## config.mk

```make
export PLATFORM = sky130hd
export DESIGN_NAME = shunt_coulomb_counter_top
export DESIGN_NICKNAME = d
export VERILOG_FILES = /design/src/rtl/core/scc_pkg.sv /design/src/rtl/core/scc_cfg_regs.sv /design/src/rtl/core/scc_datapath.sv /design/src/rtl/core/shunt_coulomb_counter_top.sv
export SDC_FILE = /design/constraint.sdc
export NUM_CORES = 2
export LEC_CHECK = 0
export BUFFER_PORTS_ARGS = -buffer_cell sky130_fd_sc_hd__buf_2
export CAP_MARGIN = 20
export CORE_MARGIN = 3
export CORE_UTILIZATION = 45
export CTS_CLUSTER_DIAMETER = 50
export DETAILED_ROUTE_END_ITERATION = 7
export GPL_ROUTABILITY_DRIVEN = 0
export SLEW_MARGIN = 15
export SYNTH_ARGS = -nofsm -noshare
export SYNTH_HDL_FRONTEND = slang
export SYNTH_SLANG_ARGS = --single-unit
```

## constraint.sdc

```tcl
create_clock -name i_clk -period 15.5 [get_ports i_clk]
set_clock_uncertainty 0.15 [all_clocks]
set_input_delay 3.1 -clock i_clk [delete_from_list [all_inputs] [get_ports i_clk]]
set_output_delay 3.1 -clock i_clk [all_outputs]
set_load 0.05 [all_outputs]
```

## src/rtl/core/scc_pkg.sv

```systemverilog
// Shared types and constants for the shunt coulomb counter.
package scc_pkg;

    // Widths of the item fields and configuration port
    localparam int unsigned SHUNT_W  = 16;
    localparam int unsigned BUS_W    = 16;
    localparam int unsigned TIME_W   = 32;
    localparam int unsigned CHARGE_W = 64;
    localparam int unsigned COUNT_W  = 32;
    localparam int unsigned STATUS_W = 3;
    localparam int unsigned CFG_IDX_W  = 3;
    localparam int unsigned CFG_DATA_W = 32;

    // Operation codes
    localparam logic OP_SAMPLE = 1'b0;
    localparam logic OP_CLEAR  = 1'b1;

    // Result status codes
    typedef enum logic [STATUS_W-1:0] {
        ST_OK         = 3'd0,
        ST_READ_ERR   = 3'd1,
        ST_SATURATED  = 3'd2,
        ST_RANGE      = 3'd3,
        ST_RESET_DONE = 3'd4
    } t_status;

    // Configuration register indexes
    localparam logic [CFG_IDX_W-1:0] CFG_SAT_THRESHOLD = 3'd0;
    localparam logic [CFG_IDX_W-1:0] CFG_BUS_MIN       = 3'd1;
    localparam logic [CFG_IDX_W-1:0] CFG_BUS_MAX       = 3'd2;
    localparam logic [CFG_IDX_W-1:0] CFG_CURRENT_LIMIT = 3'd3;
    localparam logic [CFG_IDX_W-1:0] CFG_MAX_GAP_MS    = 3'd4;

    // Configuration reset values
    localparam logic [15:0]       RST_SAT_THRESHOLD = 16'd32441;
    localparam logic [BUS_W-1:0]  RST_BUS_MIN       = 16'd0;
    localparam logic [BUS_W-1:0]  RST_BUS_MAX       = 16'hFFFF;
    localparam logic [15:0]       RST_CURRENT_LIMIT = 16'd32768;
    localparam logic [TIME_W-1:0] RST_MAX_GAP_MS    = 32'd60000;

    // Live configuration
    typedef struct packed {
        logic [15:0]       sat_threshold;
        logic [BUS_W-1:0]  bus_min;
        logic [BUS_W-1:0]  bus_max;
        logic [15:0]       current_limit;
        logic [TIME_W-1:0] max_gap_ms;
    } t_cfg;

    // One input transaction
    typedef struct packed {
        logic              operation;
        logic [SHUNT_W-1:0] shunt_raw;
        logic [BUS_W-1:0]  bus_raw;
        logic [TIME_W-1:0] time_ms;
        logic              read_failed;
    } t_sample;

    // One result transaction
    typedef struct packed {
        logic                valid_res;
        t_status             status;
        logic [CHARGE_W-1:0] charge;
        logic [COUNT_W-1:0]  error_count;
        logic [COUNT_W-1:0]  sat_count;
    } t_result;

endpackage

```

## src/rtl/core/scc_cfg_regs.sv

```systemverilog
// Configuration register file of the shunt coulomb counter.
module scc_cfg_regs (
    input  logic                             i_clk,
    input  logic                             i_rst_n,
    input  logic                             i_cfg_we,
    input  logic [scc_pkg::CFG_IDX_W-1:0]    i_cfg_index,
    input  logic [scc_pkg::CFG_DATA_W-1:0]   i_cfg_data,
    output scc_pkg::t_cfg                    o_cfg
);

    scc_pkg::t_cfg r_cfg;

    // Load defaults on reset, then take indexed writes
    always_ff @(posedge i_clk) begin
        if (!i_rst_n) begin
            r_cfg.sat_threshold <= scc_pkg::RST_SAT_THRESHOLD;
            r_cfg.bus_min       <= scc_pkg::RST_BUS_MIN;
            r_cfg.bus_max       <= scc_pkg::RST_BUS_MAX;
            r_cfg.current_limit <= scc_pkg::RST_CURRENT_LIMIT;
            r_cfg.max_gap_ms    <= scc_pkg::RST_MAX_GAP_MS;
        end else if (i_cfg_we) begin
            case (i_cfg_index)
                scc_pkg::CFG_SAT_THRESHOLD: r_cfg.sat_threshold <= i_cfg_data[15:0];
                scc_pkg::CFG_BUS_MIN:       r_cfg.bus_min       <= i_cfg_data[15:0];
                scc_pkg::CFG_BUS_MAX:       r_cfg.bus_max       <= i_cfg_data[15:0];
                scc_pkg::CFG_CURRENT_LIMIT: r_cfg.current_limit <= i_cfg_data[15:0];
                scc_pkg::CFG_MAX_GAP_MS:    r_cfg.max_gap_ms    <= i_cfg_data[31:0];
                default: begin
                end
            endcase
        end
    end

    assign o_cfg = r_cfg;

endmodule

```

## src/rtl/core/scc_datapath.sv

```systemverilog
// Charge integration, counters and sample classification.
module scc_datapath (
    input  logic              i_clk,
    input  logic              i_rst_n,
    input  logic              i_fire,
    input  scc_pkg::t_sample  i_sample,
    input  scc_pkg::t_cfg     i_cfg,
    output scc_pkg::t_result  o_result
);

    localparam int unsigned PROD_W = scc_pkg::SHUNT_W + scc_pkg::TIME_W + 1;
    localparam int unsigned SUM_W  = scc_pkg::CHARGE_W + 1;

    // Accumulator state
    logic [scc_pkg::CHARGE_W-1:0] r_charge_acc, n_charge_acc;
    logic [scc_pkg::TIME_W-1:0]   r_last_time,  n_last_time;
    logic                         r_started,    n_started;
    logic [scc_pkg::COUNT_W-1:0]  r_err_total,  n_err_total;
    logic [scc_pkg::COUNT_W-1:0]  r_sat_total,  n_sat_total;

    logic signed [scc_pkg::SHUNT_W-1:0] shunt;
    logic [scc_pkg::SHUNT_W:0]          mag;
    logic [scc_pkg::TIME_W-1:0]         dt;
    logic signed [PROD_W-1:0]           prod;
    logic [SUM_W-1:0]                   sum;
    logic [scc_pkg::CHARGE_W-1:0]       acc_sat;
    logic                               integrate;
    logic                               saturated;
    logic                               out_of_range;
    logic [scc_pkg::COUNT_W-1:0]        err_inc;
    logic [scc_pkg::COUNT_W-1:0]        sat_inc;

    // Magnitude of the shunt reading, one bit wider to hold 32768
    assign shunt = $signed(i_sample.shunt_raw);
    assign mag   = shunt[scc_pkg::SHUNT_W-1] ?
                   (~{1'b1, i_sample.shunt_raw} + 1'b1) : {1'b0, i_sample.shunt_raw};

    // Elapsed time and charge increment
    assign dt   = i_sample.time_ms - r_last_time;
    assign prod = shunt * $signed({1'b0, dt});

    // Saturating 64-bit add
    assign sum = {r_charge_acc[scc_pkg::CHARGE_W-1], r_charge_acc}
               + {{(SUM_W-PROD_W){prod[PROD_W-1]}}, prod};
    always_comb begin
        if (sum[SUM_W-1] != sum[SUM_W-2]) begin
            acc_sat = sum[SUM_W-1] ? {1'b1, {(scc_pkg::CHARGE_W-1){1'b0}}}
                                   : {1'b0, {(scc_pkg::CHARGE_W-1){1'b1}}};
        end else begin
            acc_sat = sum[scc_pkg::CHARGE_W-1:0];
        end
    end

    assign integrate    = r_started && (dt < i_cfg.max_gap_ms);
    assign saturated    = mag >= {1'b0, i_cfg.sat_threshold};
    assign out_of_range = (i_sample.bus_raw < i_cfg.bus_min)
                       || (i_sample.bus_raw > i_cfg.bus_max)
                       || (mag > {1'b0, i_cfg.current_limit});

    // Saturating counter increments
    assign err_inc = (&r_err_total) ? r_err_total : r_err_total + 1'b1;
    assign sat_inc = (&r_sat_total) ? r_sat_total : r_sat_total + 1'b1;

    // Classify the transaction and compute next state and result
    always_comb begin
        n_charge_acc = r_charge_acc;
        n_last_time  = r_last_time;
        n_started    = r_started;
        n_err_total  = r_err_total;
        n_sat_total  = r_sat_total;
        o_result.valid_res = 1'b0;
        o_result.status    = scc_pkg::ST_OK;
        o_result.charge    = '0;
        if (i_sample.operation == scc_pkg::OP_CLEAR) begin
            n_charge_acc    = '0;
            n_started       = 1'b0;
            o_result.status = scc_pkg::ST_RESET_DONE;
        end else if (i_sample.read_failed) begin
            n_err_total     = err_inc;
            o_result.status = scc_pkg::ST_READ_ERR;
        end else if (saturated) begin
            n_sat_total     = sat_inc;
            o_result.status = scc_pkg::ST_SATURATED;
        end else begin
            if (integrate) begin
                n_charge_acc = acc_sat;
            end
            n_last_time     = i_sample.time_ms;
            n_started       = 1'b1;
            o_result.charge = n_charge_acc;
            if (out_of_range) begin
                n_err_total     = err_inc;
                o_result.status = scc_pkg::ST_RANGE;
            end else begin
                o_result.valid_res = 1'b1;
            end
        end
        o_result.error_count = n_err_total;
        o_result.sat_count   = n_sat_total;
    end

    // Advance state on each processed transaction
    always_ff @(posedge i_clk) begin
        if (!i_rst_n) begin
            r_charge_acc <= '0;
            r_last_time  <= '0;
            r_started    <= 1'b0;
            r_err_total  <= '0;
            r_sat_total  <= '0;
        end else if (i_fire) begin
            r_charge_acc <= n_charge_acc;
            r_last_time  <= n_last_time;
            r_started    <= n_started;
            r_err_total  <= n_err_total;
            r_sat_total  <= n_sat_total;
        end
    end

endmodule

```

## src/rtl/core/shunt_coulomb_counter_top.sv

```systemverilog
// Top level of the shunt coulomb counter: input register, datapath, result register.
// Path: an accepted input transaction is held in the input register, then its result is
// registered into the result register, from which it can be taken.
// Throughput: one transaction per cycle while the output is not stalled; the 16x33 multiply
// and 64-bit saturating add between the input register and the result register set the cycle.
// Reset (synchronous, active low) clears charge, timestamps, counters and the valid
// flags of both pipeline registers, and loads the configuration defaults.
module shunt_coulomb_counter_top (
    input  logic                                  i_clk,
    input  logic                                  i_rst_n,
    // Configuration write port
    input  logic                                  i_cfg_we,
    input  logic [scc_pkg::CFG_IDX_W-1:0]         i_cfg_index,
    input  logic [scc_pkg::CFG_DATA_W-1:0]        i_cfg_data,
    // Input channel
    input  logic                                  i_in_valid,
    output logic                                  o_in_stall,
    input  logic                                  i_operation,
    input  logic signed [scc_pkg::SHUNT_W-1:0]    i_shunt_raw,
    input  logic [scc_pkg::BUS_W-1:0]             i_bus_raw,
    input  logic [scc_pkg::TIME_W-1:0]            i_time_ms,
    input  logic                                  i_read_failed,
    // Output channel
    output logic                                  o_out_valid,
    input  logic                                  i_out_stall,
    output logic                                  o_valid_res,
    output logic [scc_pkg::STATUS_W-1:0]          o_status,
    output logic signed [scc_pkg::CHARGE_W-1:0]   o_charge,
    output logic [scc_pkg::COUNT_W-1:0]           o_error_count,
    output logic [scc_pkg::COUNT_W-1:0]           o_sat_count
);

    scc_pkg::t_cfg    cfg;
    scc_pkg::t_sample r_in;
    logic             r_in_valid;
    scc_pkg::t_result r_out;
    logic             r_out_valid;
    scc_pkg::t_result result;
    logic             fire;
    logic             in_take;
    logic             out_take;

    scc_cfg_regs u_cfg (
        .i_clk       (i_clk),
        .i_rst_n     (i_rst_n),
        .i_cfg_we    (i_cfg_we),
        .i_cfg_index (i_cfg_index),
        .i_cfg_data  (i_cfg_data),
        .o_cfg       (cfg)
    );

    // Handshake: process when the result register is free or draining
    assign out_take   = r_out_valid && !i_out_stall;
    assign fire       = r_in_valid && (!r_out_valid || !i_out_stall);
    assign o_in_stall = r_in_valid && !fire;
    assign in_take    = i_in_valid && !o_in_stall;

    // Input register
    always_ff @(posedge i_clk) begin
        if (!i_rst_n) begin
            r_in_valid <= 1'b0;
        end else if (in_take) begin
            r_in_valid <= 1'b1;
        end else if (fire) begin
            r_in_valid <= 1'b0;
        end
    end

    always_ff @(posedge i_clk) begin
        if (in_take) begin
            r_in.operation   <= i_operation;
            r_in.shunt_raw   <= i_shunt_raw;
            r_in.bus_raw     <= i_bus_raw;
            r_in.time_ms     <= i_time_ms;
            r_in.read_failed <= i_read_failed;
        end
    end

    scc_datapath u_dp (
        .i_clk    (i_clk),
        .i_rst_n  (i_rst_n),
        .i_fire   (fire),
        .i_sample (r_in),
        .i_cfg    (cfg),
        .o_result (result)
    );

    // Result register
    always_ff @(posedge i_clk) begin
        if (!i_rst_n) begin
            r_out_valid <= 1'b0;
        end else if (fire) begin
            r_out_valid <= 1'b1;
        end else if (out_take) begin
            r_out_valid <= 1'b0;
        end
    end

    always_ff @(posedge i_clk) begin
        if (fire) begin
            r_out <= result;
        end
    end

    assign o_out_valid   = r_out_valid;
    assign o_valid_res   = r_out.valid_res;
    assign o_status      = r_out.status;
    assign o_charge      = $signed(r_out.charge);
    assign o_error_count = r_out.error_count;
    assign o_sat_count   = r_out.sat_count;

endmodule

```

==> impl_metrics.py <==
metrics = {
    "global_routing": {
        "gr-usage-met3_pct": 3.44,
        "grt_pass1_wl_mm": 188,
        "antenna_found_initial": 1,
        "grt_remaining_overflow": 0,
        "busiest_layer": "met2",
        "grt_max_degree": 83,
        "grt_use_total_pct": 24.3,
        "grt_pass1_vias": 33313,
        "use_met1_pct": 33.2,
        "use_met2_pct": 40.1,
    },
    "clocking": {
        "clk_path_buf_depth": 3,
        "cts_made_buffers": 67,
        "clock_sinks": 457,
        "cts_hold_buf": 0,
        "post-cts-setup-buffer-count": 0,
        "clk_pin_slew_worst_paths_ns": 0.06,
        "clock_latency_ns": 0.63,
        "ctsResizeCount": 0,
        "cts_tree": "done",
        "cts_root_buf": "clkbuf_16",
        "htreeDepth": 3,
    },
    "detailed_routing": {
        "dr.pass1.iters": 6,
        "drtAntennaViolNets": 0,
        "vias_per_cell": 5.37,
        "wl_per_cell_um": 19.1,
        "finalWirelength_mm": 117,
        "drtIter0Drc": 2162,
        "vias": 33014,
        "drc": 0,
    },
    "critical_path": {
        "rrSetupSlack_ns": 4.77,
        "rr_startpoint": "r_in[2]",
        "crit_start": "r_in[2]",
        "rr_endpoint": "o_charge[32]",
        "cp_num_cells": 32,
        "cp.buffers_inverters": 4,
        "max_stage_delay_ns": 0.81,
        "cp-endpoint": "o_charge[32]",
        "r2r_cells": 32,
        "crit_slowest_cell": "xnor2_2",
        "cp.required_ns": 15.77,
        "critical_path.top_delay_family": "adder cells",
        "worstPathArrival_ns": 11.00,
        "endpoint_kind": "flop",
        "crit_fanout": 23,
        "path_class": "reg2reg",
        "startpoint_type": "flop",
        "cp_common_cell": "fa_1",
    },
    "timing": {
        "tns_ns": 0,
        "rsz0062_at_grt": "no",
        "layout_min_cycle_time_ns": 10.73,
        "finalCritPeriodShare_pct": 69.2,
        "hold_violations": 0,
        "max-slew-margin-rel_pct": 27.5,
        "maxSlewViolCount": 0,
        "worst_pin_slew_ns": 1.09,
        "worst_slack_ns": 4.77,
        "fmax_mhz": 93.2,
        "setup_viol": 0,
    },
    "place": {
        "placed_area_um2": 44300,
        "dp.cells": 6024,
        "io_buffers": 239,
        "place_ws_ns": 4.93,
        "dp_hpwl_mm": 89.0,
    },
    "final_layout": {
        "fin_nets": 5749,
        "fillerInstances": 8762,
        "final_cell_mix": "nand2_1, inv_1, fa_1, ha_1, a21oi_1",
        "antennaDiodeCount": 0,
        "layout_commonest_cell": "nand2_1",
        "finalNonFillerCells": 6148,
        "area_delta_synth_final_pct": 11.5,
        "regArea_um2": 11100,
        "fin_area_um2": 46700,
        "drive_gt1_share_pct": 9.70,
        "multi_input_area_um2": 27200,
    },
    "floorplanning": {
        "die_h_um": 311,
        "fp.dieW_um": 311,
        "num_rows": 111,
        "initial_core_util_pct": 45.5,
        "dieArea_um2": 96700,
        "design.portCount": 240,
        "core_area_um2": 91900,
    },
    "synthesis": {
        "postSynthCellCount": 4701,
        "yosys_warnings": 0,
        "avgSynthCellArea_um2": 8.90,
        "synth.yosys.seq_area_share_pct": 26.6,
        "synth_top_area_cell": "fa_1",
        "synth_edf_count": 198,
        "netlist.area_leader.share_pct": 22.4,
        "synthTopCellsByArea": "fa_1, edfxtp_1, dfxtp_1",
        "ys_dominant_reg_cell": "dfxtp_1",
        "netlist_area_um2": 41900,
        "synth-seq-cells": 457,
        "async_flop_share_pct": 0,
        "ys_types": 83,
        "syn_nets": 5599,
    },
    "flow_run": {
        "cap_viol_max_count": 0,
    },
    "status": {
        "status": "complete, no violations",
    },
    "min_path": {
        "min_path_type": "reg2reg",
    },
}
==> through the flow <==
stage	hold slack, ns	utilization (%)
6_report	0.300	50.7
4_1_cts	0.304	50.7
2_1_floorplan	0.274	-
5_1_grt	0.317	50.7
3_3_place_gp	0.292	48.2
3_5_place_dp	0.296	48.2
==> synthesized netlist by cell type, types with 24 or more instances <==
library cell,instances
nand2_1,741
inv_1,718
fa_1,469
ha_1,323
a21oi_1,320
dfxtp_1,259
clkbuf_1,200
nor2_1,199
edfxtp_1,198
o21ai_0,191
and2_1,170
xnor2_1,92
xor2_1,73
nand3_1,64
a21o_1,57
nand2b_1,51
o211ai_1,50
nand4_1,48
nor3_1,45
nor2b_1,31
or3_1,28
o21a_1,27
buf_2,24
nor4_1,24
==> sequential cells by signal, indices dropped and copies added, names as in the netlist <==
| register | cells |
|---|---|
| u_cfg.o_cfg | 96 |
| r_in | 66 |
| o_charge | 64 |
| u_dp.r_charge_acc | 64 |
| o_error_count | 32 |
| o_sat_count | 32 |
| u_dp.r_err_total | 32 |
| u_dp.r_last_time | 32 |
| u_dp.r_sat_total | 32 |
| o_status | 3 |
| o_out_valid | 1 |
| o_valid_res | 1 |
| r_in_valid | 1 |
| u_dp.r_started | 1 |
==> kinds of logic after synthesis <==
kind of cell / count (synthesis) / share of synthesized area [%]
flip-flops: 457 / 26.6
XOR/XNOR: 165 / 3.45
AO/OA/AOI/OAI: 846 / 12.5
buffers and inverters: 953 / 8.68
multiplexers: 21 / 0.511
adder cells (fa/ha/maj): 792 / 32.1
AND/OR/NAND/NOR: 1467 / 16.2
==> layer usage <==
| layer | wire, um | vias up |
|---|---|---|
| met1 | 52200 | 16216 |
| met3 | 6550 | 186 |
| li1 | - | 15650 |
| met5 | 0 | - |
| met4 | 3680 | 0 |
| met2 | 54800 | 962 |
==> tightest hold or removal path, stage by stage (launching register included) <==
cell and delay (ns):
dfxtp_1 0.30, nand2_1 0.05, a21oi_1 0.05
==> final cells by class <==
class | instances | area share, %
Timing Repair Buffer | 315 | 3.79
Tap cell | 1243 | 3.33
Multi-Input combinational cell | 3291 | 58.2
Inverter | 719 | 5.80
Sequential cell | 457 | 23.9
Clock inverter | 38 | 0.944
Clock buffer | 85 | 4.03
==> how the worst min path moves through the flow <==
stage,from,endpoint,cells after the start
5_1_grt,u_cfg.o_cfg[69],u_cfg.o_cfg[69],2
6_report,u_dp.r_last_time[22],u_dp.r_last_time[22],2
4_1_cts,u_dp.r_last_time[22],u_dp.r_last_time[22],2
2_1_floorplan,r_in[65],o_status[2],0
3_5_place_dp,u_dp.r_last_time[22],u_dp.r_last_time[22],2
3_3_place_gp,u_dp.r_last_time[17],u_dp.r_last_time[17],2
Power is left out: the tool's default activity adds up to more than one toggle a clock period on the data nets, which glitch-free logic cannot reach.
